==> config.mk <==
export PLATFORM = sky130hd
export DESIGN_NAME = integer_list_table
export DESIGN_NICKNAME = d
export VERILOG_FILES = /design/src/design/ilt_pkg.sv /design/src/design/ilt_ram.sv /design/src/design/integer_list_table.sv
export SDC_FILE = /design/constraint.sdc
export NUM_CORES = 2
export LEC_CHECK = 0
export ABC_AREA = 1
export BUFFER_PORTS_ARGS = -buffer_cell sky130_fd_sc_hd__buf_2
export CORE_UTILIZATION = 35
export DETAILED_ROUTE_END_ITERATION = 6
export GPL_TIMING_DRIVEN = 0
export PLACE_DENSITY = 0.54
export SLEW_MARGIN = 25
export SYNTH_ARGS = -nofsm -noshare
export SYNTH_HDL_FRONTEND = slang
export SYNTH_SLANG_ARGS = --single-unit
==> constraint.sdc <==
create_clock -name clk -period 8.5 [get_ports clk]
set_input_delay 1.275 -clock clk [delete_from_list [all_inputs] [get_ports clk]]
set_output_delay 1.275 -clock clk [all_outputs]
set_load 0.05 [all_outputs]
==> src/design/ilt_pkg.sv <==
// -----------------------------------------------------------------------------
// ilt_pkg - shared constants for the integer list table
// Action codes, status codes and field widths used by the table and its RAM.
// -----------------------------------------------------------------------------
`default_nettype none

package ilt_pkg;

	localparam int CAPACITY_DEF = 64;
	localparam int DATA_W       = 32;
	localparam int ACT_W        = 3;
	localparam int STAT_W       = 2;
	localparam int FLD_W        = 7;

	localparam logic [ACT_W-1:0] ACT_LOOKUP   = 3'd0;
	localparam logic [ACT_W-1:0] ACT_ADD_UNIQ = 3'd1;
	localparam logic [ACT_W-1:0] ACT_ADD      = 3'd2;
	localparam logic [ACT_W-1:0] ACT_DELETE   = 3'd3;
	localparam logic [ACT_W-1:0] ACT_REPLACE  = 3'd4;
	localparam logic [ACT_W-1:0] ACT_CLEAR    = 3'd5;

	localparam logic [STAT_W-1:0] STAT_DONE      = 2'd0;
	localparam logic [STAT_W-1:0] STAT_FULL      = 2'd1;
	localparam logic [STAT_W-1:0] STAT_NOT_FOUND = 2'd2;

	// first_index code for "no match"
	localparam logic [FLD_W-1:0] IDX_NONE = 7'h7F;

endpackage

`default_nettype wire

==> src/design/ilt_ram.sv <==
// -----------------------------------------------------------------------------
// ilt_ram - generic simple dual-port RAM
// One write port, one read port, read data registered.
// -----------------------------------------------------------------------------
`default_nettype none

module ilt_ram #(
	parameter int WIDTH = ilt_pkg::DATA_W,
	parameter int DEPTH = ilt_pkg::CAPACITY_DEF,
	localparam int AW   = (DEPTH > 1) ? $clog2(DEPTH) : 1
) (
	input  wire logic             clk,
	input  wire logic             we,
	input  wire logic [AW-1:0]    waddr,
	input  wire logic [WIDTH-1:0] wdata,
	input  wire logic [AW-1:0]    raddr,
	output logic      [WIDTH-1:0] rdata
);

	logic [WIDTH-1:0] mem_q [DEPTH];

	always_ff @(posedge clk) begin
		if (we) begin
			mem_q[waddr] <= wdata;
		end
		rdata <= mem_q[raddr];
	end

endmodule

`default_nettype wire

==> src/design/integer_list_table.sv <==
// -----------------------------------------------------------------------------
// integer_list_table - insertion-ordered list of signed 32-bit values
// Lookup, add, add unique, delete first, replace all and clear over a list
// held in one RAM and walked by a small sequencer.
// -----------------------------------------------------------------------------
// A request word carries an action and two values. The block walks the list
// one entry per cycle through a single RAM read port and a single comparator
// for lookup, add, add unique, delete and replace, and walks the entries
// behind the first match once more for a delete that has to close the gap;
// clear needs no walk. Replace overwrites matching entries during the same
// walk. The slave side is ready only while no request is in progress; one
// result word waits in an output register, so the next request is taken
// while the previous result is still unread.
// Entries at or above the current count are never read, so the RAM needs no
// clearing after reset.
`default_nettype none

module integer_list_table #(
	parameter int CAPACITY = ilt_pkg::CAPACITY_DEF
) (
	input  wire logic        clk,
	input  wire logic        arst_n,
	// request: [2:0] action, [34:3] value, [66:35] match_value, [71:67] zero
	input  wire logic        s_axis_tvalid,
	output logic             s_axis_tready,
	input  wire logic [71:0] s_axis_tdata,
	// result: [1:0] status, [2] found, [9:3] occurrences,
	//         [16:10] first_index, [23:17] entry_count
	output logic             m_axis_tvalid,
	input  wire logic        m_axis_tready,
	output logic [23:0]      m_axis_tdata
);

	localparam int DW = ilt_pkg::DATA_W;
	localparam int AW = ilt_pkg::ACT_W;
	localparam int FW = ilt_pkg::FLD_W;
	localparam int IW = (CAPACITY > 1) ? $clog2(CAPACITY) : 1;
	localparam int CW = $clog2(CAPACITY + 1);
	localparam int SW = (CW > FW) ? CW : FW;

	typedef enum logic [4:0] {
		S_IDLE  = 5'b00001,
		S_SCAN  = 5'b00010,
		S_POST  = 5'b00100,
		S_SHIFT = 5'b01000,
		S_FIN   = 5'b10000
	} state_t;

	state_t state_q;

	// request held for the whole walk
	logic [AW-1:0] act_q;
	logic [DW-1:0] val_q;
	logic [DW-1:0] key_q;

	logic [CW-1:0] used_q;
	logic [CW-1:0] rd_idx_q;
	logic          cmp_vld_s1;
	logic          last_s1;
	logic [IW-1:0] cmp_idx_s1;

	logic          hit_q;
	logic [CW-1:0] count_q;
	logic [IW-1:0] first_q;
	logic [ilt_pkg::STAT_W-1:0] status_q;

	// output register
	logic [ilt_pkg::STAT_W-1:0] o_status_q;
	logic          o_found_q;
	logic [FW-1:0] o_occ_q;
	logic [FW-1:0] o_first_q;
	logic [FW-1:0] o_count_q;

	logic          ram_we;
	logic [IW-1:0] ram_waddr;
	logic [DW-1:0] ram_wdata;
	logic [IW-1:0] ram_raddr;
	logic [DW-1:0] ram_rdata;

	logic [AW-1:0] in_act;
	logic [DW-1:0] in_val;
	logic [DW-1:0] in_mval;
	logic          accept;
	logic          match;
	logic          issue;
	logic          full;
	logic          do_append;
	logic          out_load;
	logic [SW-1:0] occ_ext;
	logic [SW-1:0] first_ext;
	logic [SW-1:0] used_ext;

	assign in_act  = s_axis_tdata[2:0];
	assign in_val  = s_axis_tdata[34:3];
	assign in_mval = s_axis_tdata[66:35];

	assign s_axis_tready = (state_q == S_IDLE);
	assign accept        = s_axis_tvalid && s_axis_tready;

	assign match     = (ram_rdata == key_q);
	assign issue     = (rd_idx_q < used_q);
	assign full      = (used_q == CW'(CAPACITY));
	assign do_append = !full && ((act_q == ilt_pkg::ACT_ADD) ||
		((act_q == ilt_pkg::ACT_ADD_UNIQ) && !hit_q));
	assign out_load  = (state_q == S_FIN) && (!m_axis_tvalid || m_axis_tready);

	// RAM port control: read ahead at rd_idx, write behind at the compare stage
	always_comb begin
		ram_we    = 1'b0;
		ram_waddr = cmp_idx_s1;
		ram_wdata = val_q;
		ram_raddr = rd_idx_q[IW-1:0];
		unique case (state_q)
			S_IDLE: begin
				ram_raddr = '0;
			end
			S_SCAN: begin
				// replace rewrites a matching entry as soon as it is compared
				ram_we = cmp_vld_s1 && match && (act_q == ilt_pkg::ACT_REPLACE);
			end
			S_POST: begin
				ram_we    = do_append;
				ram_waddr = used_q[IW-1:0];
			end
			S_SHIFT: begin
				// move entry j down to j - 1
				ram_we    = cmp_vld_s1;
				ram_waddr = cmp_idx_s1 - IW'(1);
				ram_wdata = ram_rdata;
			end
			S_FIN: begin
				ram_we = 1'b0;
			end
			default: begin
				ram_we = 1'b0;
			end
		endcase
	end

	ilt_ram #(
		.WIDTH (DW),
		.DEPTH (CAPACITY)
	) u_ram (
		.clk   (clk),
		.we    (ram_we),
		.waddr (ram_waddr),
		.wdata (ram_wdata),
		.raddr (ram_raddr),
		.rdata (ram_rdata)
	);

	// sequencer and walk state
	always_ff @(posedge clk or negedge arst_n) begin
		if (!arst_n) begin
			state_q    <= S_IDLE;
			used_q     <= '0;
			rd_idx_q   <= '0;
			cmp_vld_s1 <= 1'b0;
			last_s1    <= 1'b0;
			cmp_idx_s1 <= '0;
			hit_q      <= 1'b0;
			count_q    <= '0;
			first_q    <= '0;
			status_q   <= ilt_pkg::STAT_DONE;
		end else begin
			unique case (state_q)
				S_IDLE: begin
					if (accept) begin
						hit_q    <= 1'b0;
						count_q  <= '0;
						first_q  <= '0;
						status_q <= ilt_pkg::STAT_DONE;
						if (in_act == ilt_pkg::ACT_CLEAR) begin
							used_q  <= '0;
							state_q <= S_FIN;
						end else if (used_q == '0) begin
							state_q <= S_POST;
						end else begin
							// entry 0 is read this cycle
							cmp_vld_s1 <= 1'b1;
							cmp_idx_s1 <= '0;
							last_s1    <= (used_q == CW'(1));
							rd_idx_q   <= CW'(1);
							state_q    <= S_SCAN;
						end
					end
				end
				S_SCAN: begin
					if (cmp_vld_s1 && match) begin
						hit_q   <= 1'b1;
						count_q <= count_q + CW'(1);
						if (!hit_q) begin
							first_q <= cmp_idx_s1;
						end
					end
					cmp_vld_s1 <= issue;
					if (issue) begin
						cmp_idx_s1 <= rd_idx_q[IW-1:0];
						last_s1    <= (rd_idx_q == used_q - CW'(1));
						rd_idx_q   <= rd_idx_q + CW'(1);
					end
					if (cmp_vld_s1 && last_s1) begin
						state_q <= S_POST;
					end
				end
				S_POST: begin
					state_q <= S_FIN;
					unique case (act_q)
						ilt_pkg::ACT_ADD_UNIQ, ilt_pkg::ACT_ADD: begin
							if (do_append) begin
								used_q <= used_q + CW'(1);
							end else if (full && ((act_q == ilt_pkg::ACT_ADD) || !hit_q)) begin
								status_q <= ilt_pkg::STAT_FULL;
							end
						end
						ilt_pkg::ACT_DELETE: begin
							if (!hit_q) begin
								status_q <= ilt_pkg::STAT_NOT_FOUND;
							end else if (CW'(first_q) + CW'(1) < used_q) begin
								rd_idx_q   <= CW'(first_q) + CW'(1);
								cmp_vld_s1 <= 1'b0;
								state_q    <= S_SHIFT;
							end else begin
								used_q <= used_q - CW'(1);
							end
						end
						default: begin
							// lookup, replace, and unused codes read as lookup
							if (!hit_q) begin
								status_q <= ilt_pkg::STAT_NOT_FOUND;
							end
						end
					endcase
				end
				S_SHIFT: begin
					cmp_vld_s1 <= issue;
					if (issue) begin
						cmp_idx_s1 <= rd_idx_q[IW-1:0];
						last_s1    <= (rd_idx_q == used_q - CW'(1));
						rd_idx_q   <= rd_idx_q + CW'(1);
					end
					if (cmp_vld_s1 && last_s1) begin
						used_q  <= used_q - CW'(1);
						state_q <= S_FIN;
					end
				end
				S_FIN: begin
					if (out_load) begin
						state_q <= S_IDLE;
					end
				end
				default: begin
					state_q <= S_IDLE;
				end
			endcase
		end
	end

	always_ff @(posedge clk) begin
		if (accept) begin
			act_q <= in_act;
			val_q <= in_val;
			key_q <= (in_act == ilt_pkg::ACT_REPLACE) ? in_mval : in_val;
		end
	end

	// saturate the reported fields to seven bits (first_index to 63)
	assign occ_ext   = SW'(count_q);
	assign first_ext = SW'(first_q);
	assign used_ext  = SW'(used_q);

	always_ff @(posedge clk or negedge arst_n) begin
		if (!arst_n) begin
			m_axis_tvalid <= 1'b0;
		end else if (out_load) begin
			m_axis_tvalid <= 1'b1;
		end else if (m_axis_tready) begin
			m_axis_tvalid <= 1'b0;
		end
	end

	always_ff @(posedge clk) begin
		if (out_load) begin
			o_status_q <= status_q;
			o_found_q  <= hit_q;
			o_occ_q    <= (occ_ext > SW'(127)) ? FW'(127) : occ_ext[FW-1:0];
			o_first_q  <= !hit_q ? ilt_pkg::IDX_NONE :
				((first_ext > SW'(63)) ? FW'(63) : first_ext[FW-1:0]);
			o_count_q  <= (used_ext > SW'(127)) ? FW'(127) : used_ext[FW-1:0];
		end
	end

	assign m_axis_tdata = {o_count_q, o_first_q, o_occ_q, o_found_q, o_status_q};

	// ---------------------------------------------------------------------
	// assertions
	// ---------------------------------------------------------------------
	a_used_bound: assert property (@(posedge clk) disable iff (!arst_n)
		used_q <= CW'(CAPACITY))
		else $error("entry count above capacity");

	a_read_below_count: assert property (@(posedge clk) disable iff (!arst_n)
		(cmp_vld_s1 && (state_q == S_SCAN || state_q == S_SHIFT)) |->
		(CW'(cmp_idx_s1) < used_q))
		else $error("walk read at or above entry count");

	a_clear_empties: assert property (@(posedge clk) disable iff (!arst_n)
		(accept && in_act == ilt_pkg::ACT_CLEAR) |=> (used_q == '0))
		else $error("clear left entries");

	a_hit_count: assert property (@(posedge clk) disable iff (!arst_n)
		(state_q == S_POST || state_q == S_FIN) |-> (hit_q == (count_q != '0)))
		else $error("found flag disagrees with occurrence count");

endmodule

`default_nettype wire

# Word-level counts from Yosys, hierarchy flattened
# Memory sizes are Yosys's and may differ from the RTL's. A register that Yosys moved wholly into a read port is not among the register bits.
# Index checks and enable logic that the tools add are counted.
# op_classes
add_sub_neg	6
order_cmp	5
n_bitwise	1
eq_ne	35
mux	68
n_reduce_logical	32
# ops
op	count
7-bit 2-to-1 mux	15
32-bit 2-to-1 mux	2
6-bit 2-to-1 mux	8
7-bit case mux with 3 select lines	2
5-bit 2-to-1 mux	8
6-bit case mux with 2 select lines	3
32-bit equality test	1
7-bit case mux with 2 select lines	2
5-bit case mux with 5 select lines	1
7-bit by 1-bit adder with 7-bit output, second input constant	3
3-bit != test, second input constant	7
2-bit != test, second input constant	10
1-bit 2-to-1 mux	16
8-bit AND reduction	2
7-bit greater-than comparator, second input constant	2
7-bit less-than comparator	2
2-bit 2-to-1 mux	5
5-bit AND reduction	2
3-bit equality test, second input constant	3
1-bit logical AND	8
4-bit AND reduction	2
2-bit nonzero test	4
6-bit by 1-bit adder with 7-bit output, second input constant	1
7-bit by 1-bit equality test with 1-bit output, second input constant	1
other kinds (25)	37
# totals
word_cells	168
ff_bits	135
inputBits	76
mem_bits_rw	2048
memories	1
# memory_table
name	depth	width	rd	rd_ports_with_merged_regs	write_ports	line	source
u_ram.mem_q	64	32	1	1	1	ilt_ram.sv:20	logic [WIDTH-1:0] mem_q [DEPTH];

# Longest topological paths before layout
# logic_depth
word_depth	7
depth_mapped	16
depth_no_buf	16

# Cells and area by module
# A second synthesis with hierarchy kept.
# unflattened
cells_unflattened	7629
area_unflattened_um2	90386.7
# modules_own_cells
module	seq_area_each_um2	area_per_inst_um2	cells_per_inst	instances
ilt_ram	62139.6	82740.6	6770	1
integer_list_table	3834.9	7646.1	859	1

# Least setup slack after synthesis
# Ideal clock, no wire load.
# synth_timing
path_type	register -> register
start	register state_q[1]
end	memory u_ram.mem_q[0][0] in the netlist's numbering, data pin
slack_ps	4117
stages_incl_launch_ff	6
setup_ps	702
path_buffers	2
arrival_ps	3681
path_cell_list	dfrtp_1 -> nor2_4 -> nand4_2 -> buf_2 -> clkbuf_1 -> o21ai_0
# synth_between
elab_chain_cells	2
# synth_lines
item	line	source
start, declared	integer_list_table.sv:49	state_t state_q;
start signal, assigned	integer_list_table.sv:155	state_q <= S_IDLE;
start signal, assigned	integer_list_table.sv:175	state_q <= S_FIN;
start signal, assigned	integer_list_table.sv:177	state_q <= S_POST;
5-bit by 4-bit equality test with 1-bit output	integer_list_table.sv:113	unique case (state_q)
32-bit 2-to-1 mux	integer_list_table.sv:113	
named net ram_wdata[0]	integer_list_table.sv:76	logic [DW-1:0] ram_wdata;
end, declared	ilt_ram.sv:20	
# The timed path passes the listed nets, and every way through them passes these cells.

# Worst setup path after layout
# layout_timing
start	register rd_idx_q[0]
end	register u_ram.rdata[30] (read register of u_ram.mem_q)
# layout_between
elab_chain_cells	1
# layout_lines
item	line	source
start, declared	integer_list_table.sv:57	logic [CW-1:0] rd_idx_q;
start signal, assigned	integer_list_table.sv:200	rd_idx_q <= rd_idx_q + CW'(1);
start signal, assigned	integer_list_table.sv:220	rd_idx_q <= CW'(first_q) + CW'(1);
start signal, assigned	integer_list_table.sv:240	rd_idx_q <= rd_idx_q + CW'(1);
6-bit 2-to-1 mux	integer_list_table.sv:113	
end, declared	ilt_ram.sv:17	output logic [WIDTH-1:0] rdata
# No other way between the ends.
# A chain may end at the register's enable or synchronous reset.

==> run summary <==
The filler cells instantiated in the layout total 25750. Most common cell after layout, fill and taps aside: edfxtp_1. First element of the critical path: rd_idx_q[0]$_DFFE_PN0P_.

The H-tree was split into 4 levels. The worst path meets setup with 3905 ps of slack. The Yosys step of the flow raised 0 warnings. After synthesis, the netlist uses 46 different library cells. The global router's overall resource usage was 23.78%. The worst-case IR drop observed on VDD is 248.3 uV. The worst path uses 54.05% of the clock period.

The analysis attributes to net switching a power of 13570 uW. The site row count is 192. The area overhead of the layout relative to synthesis was 17.47%. The final reports fail on design-rule violations. Clock skew on the completed layout was measured at 41.37 ps. The root cell of the clock tree is clkbuf_16. The worst hold path class is input port to asynchronous set/reset pin. The fraction of layout instances using a drive strength above 1 was 14.19%; the register bit total from synthesis was 2215.

After the first detailed-routing iteration, the DRC count stood at 7876. The critical path is of the register to register type. For met1 alone, demand over resource in global routing was 31.75%.

Count of endpoints failing hold in the final timing report: 0. For this block, the routed nets add up to 334.8 mm of wire. In this run the tool buffered the top-level ports with 96 buffer cells. Minimum hold slack: 383.9 ps. After global routing the overflow that remains totals 0.

The first global-routing pass estimated 471.8 mm of wire. The run gives 0.06597 mm^2 as the area occupied by registers. In this run the mean area of a mapped cell was 11.46 um^2. TritonCTS built the clock tree. The tools report the final weighted congestion in routability-driven placement as 1.168. The biggest area contributor in the post-synthesis netlist is edfxtp_1. The latest clock arrival within the worst-skew pair is 910 ps.

The number of resized instances in the post-cts repair step is 0, and the part of the power in registers is 36.9%. The tools report the launch instance of the worst register-to-register path as rd_idx_q[0]$_DFFE_PN0P_. After synthesis, the share of flip-flops with an asynchronous set or reset is 1.986%. Of the total power, the share spent switching nets is 38.98%.

In the final routed layout, each cell accounts on average for 26.42 um. Most used routing layer in global routing: met2. The die is 526.3 um tall. The post-synthesis cell count came out at 8398.

Summing every instance area after synthesis gives 0.09620 mm^2. The total number of vias came out at 67260. The run gives 3910 ps as the setup slack of the most critical reg-to-reg path. Headroom to the max-slew limit came out at 20.97%. Counting every net in the synthesized netlist gives 8495.

In this run the horizontal extent of the chip is 526.3 um. The number of vias per cell was 5.309. The buffer depth of the longest clock path is 3.

The tools report the number of top-level pins as 102. Sequential-to-total area share from yosys stat: 68.58%. In the synthesized netlist the dominant register cell turns out to be edfxtp_1.

The HPWL after detailed placement is 247.7 mm, and the number of cells traversed by the worst register-to-register path is 12. For the final routed database, the setup TNS stands at 0 ps. The die covers 0.2770 mm^2. In this run the worst path has a maximum fanout of 10.

The tool flagged a number of max-cap violations equal to 0. STA classifies the critical path startpoint as a register. Global routing used 5.109% of the available met3 tracks.

The final total power is 34810 uW, and the final critical path time including I/O delays and setup is 4595 ps. The actual transition at the worst max-transition pin is 1185 ps. The run finished, with violations left. Post-CTS timing repair inserted 0 buffers for setup.

The initial antenna violation count is 23, and the portion of total power attributed to combinational logic is 34.3%. In the final design database the tool counted 8975 nets. For the DRC violation count after routing, the log shows 1.

Global routing used 37.69% of the available met2 tracks. For the effective utilization at floorplan, the log shows 35.19%. Setup repair after global routing left no endpoint under its margin.

The tools report the number of setup violations in the final report as 0. The setup slack after placement is 4058 ps. For the number of slew-limit violations in the final report, the log shows 0.

STA classifies the critical path endpoint as a register. The CTS clock-pin slew for the worst setup and hold paths came out at 60 ps. The total area of multi-input combinational cells was 0.02495 mm^2.

The count of nets left with antenna violations once routing finished came out at 0. The final core utilization was 41.34%; the fraction of post-synthesis cell area in the top cell type by area was 66.77%. By area the synthesized netlist is led by edfxtp_1 67%, nand3_1 10%, inv_1 3.7%. The tools report the number of buffers inserted for hold repair after clock tree synthesis as 0. The tools report the clock share of power as 28.8%. The sink count of the clock tree came out at 2215. The maximum number of pins on one net before global-route repair came out at 65. For this run, the detailed router's first-pass iteration total came to 7. The required time of the critical path was 9270 ps.

The logs give 0.2734 mm^2 for the core region area and 21240 uW for the internal power. The arrival time of the worst setup path was 5370 ps. Counting the buffers created by CTS gives 232.

Ratio of total power to cell area: 308.0 mW/mm^2. The worst register-to-register path ends at u_ram.rdata[30]$_DFF_P_. The logs give 64830 for the number of global-route vias before repair and 217.6 MHz for the upper clock frequency limit. The top cell types in the final layout, fill and taps aside, are 2139 x edfxtp_1, 2008 x nand3_1, 943 x inv_1. The leakage power of the design came out at 0.04193 uW. Count of flip-flops with a built-in enable after synthesis: 2139.
[kinds of logic (layout without fill, tap and decap cells)]
kind of cell	after synthesis	in the layout	share of synthesized area, %
XOR/XNOR	33	33	0.3004
buffers and inverters	1530	2210	6.317
multiplexers	33	33	0.3863
other	0	3	0
AO/OA/AOI/OAI	382	382	2.563
AND/OR/NAND/NOR	4184	4184	21.58
adder cells (fa/ha/maj)	21	21	0.2731
flip-flops	2215	2215	68.58
[state kept, by name, indices dropped and copies added (netlist names), 3 cells and up]
| name | cells |
|---|---|
| act_q | 3 |
| cmp_idx_s1 | 6 |
| count_q | 7 |
| first_q | 6 |
| key_q | 32 |
| o_count_q | 7 |
| o_first_q | 7 |
| o_occ_q | 7 |
| rd_idx_q | 7 |
| state_q | 5 |
| u_ram.mem_q | 2048 |
| u_ram.rdata | 32 |
| used_ext | 7 |
| val_q | 32 |
[per-layer routing]
metal  share of wire [%]  vias to the layer above
li1                    -                    30410
met1                  42                    33420
met2                  46                     2915
met3                 8.8                      511
met4                 4.0                        8
met5               0.016                        -
[stage by stage]
stage	cells	cell area (um^2)
floorplan	8398	96200
global placement	12080	101200
detailed placement	12230	105600
CTS	12670	113000
global route	12670	113000
finish	12670	113000
[synth_stat cells, types with 4 or more instances]
cell,instances
edfxtp_1,2139
nand3_1,2009
inv_1,945
nand2_1,856
nor2_1,520
nand3b_1,420
or2_2,328
clkbuf_1,282
o21ai_0,209
buf_2,201
o2111ai_1,129
buf_1,71
dfrtp_1,43
mux2_2,33
dfxtp_1,32
nand4_1,22
ha_1,21
xor2_1,21
buf_4,20
xnor2_1,12
a21oi_1,11
inv_2,10
nor3_1,10
o22ai_1,8
o211ai_1,6
o21ai_1,5
nand2_2,4
o31ai_1,4
[area by class of cell]
class | instances | share of cell area, %
flip-flops and latches | 2215 | 58.38
plain buffers | 575 | 2.225
clock inverters | 134 | 1.096
well taps | 3589 | 3.974
multi-input cells | 4653 | 22.07
repair buffers | 246 | 3.627
diodes | 3 | 0.006643
inverters | 955 | 3.172
clock buffers | 300 | 5.446
[critical path, cell delays in order (launching register included)]
cell	delay (ps)
dfrtp_1	360
buf_2	310
buf_4	470
buf_2	580
buf_2	450
clkbuf_1	770
nand3b_1	450
nand3_1	230
nand3_1	90
nand3_1	160
nand3_1	240
nand3_1	170
nand2_1	130
[how the worst max path moves through the flow]
| stage | endpoint | slack [ps] | depth (start not counted) |
|---|---|---|---|
| CTS | u_ram.rdata[30]$_DFF_P_ | 4050 | 12 |
| finish | u_ram.rdata[30]$_DFF_P_ | 3910 | 12 |
| global route | u_ram.mem_q[29][29]$_DFFE_PP_ | 3880 | 9 |
| detailed placement | u_ram.rdata[30]$_DFF_P_ | 4060 | 12 |
| floorplan | u_ram.mem_q[0][0]$_DFFE_PP_ | 4120 | 5 |
| global placement | u_ram.mem_q[25][18]$_DFFE_PP_ | -4190 | 5 |
[power by group through the flow]
stage               sequential (uW)  clock [uW]  combinational, uW
global route                  12800       10500              12600
global placement              13300           0              11000
floorplan                     13100           0               6160
finish                        12800       10000              11900
detailed placement            13100           0              11700
CTS                           12800       10100              11700
Note: power is estimated with default switching activity, not from simulation.
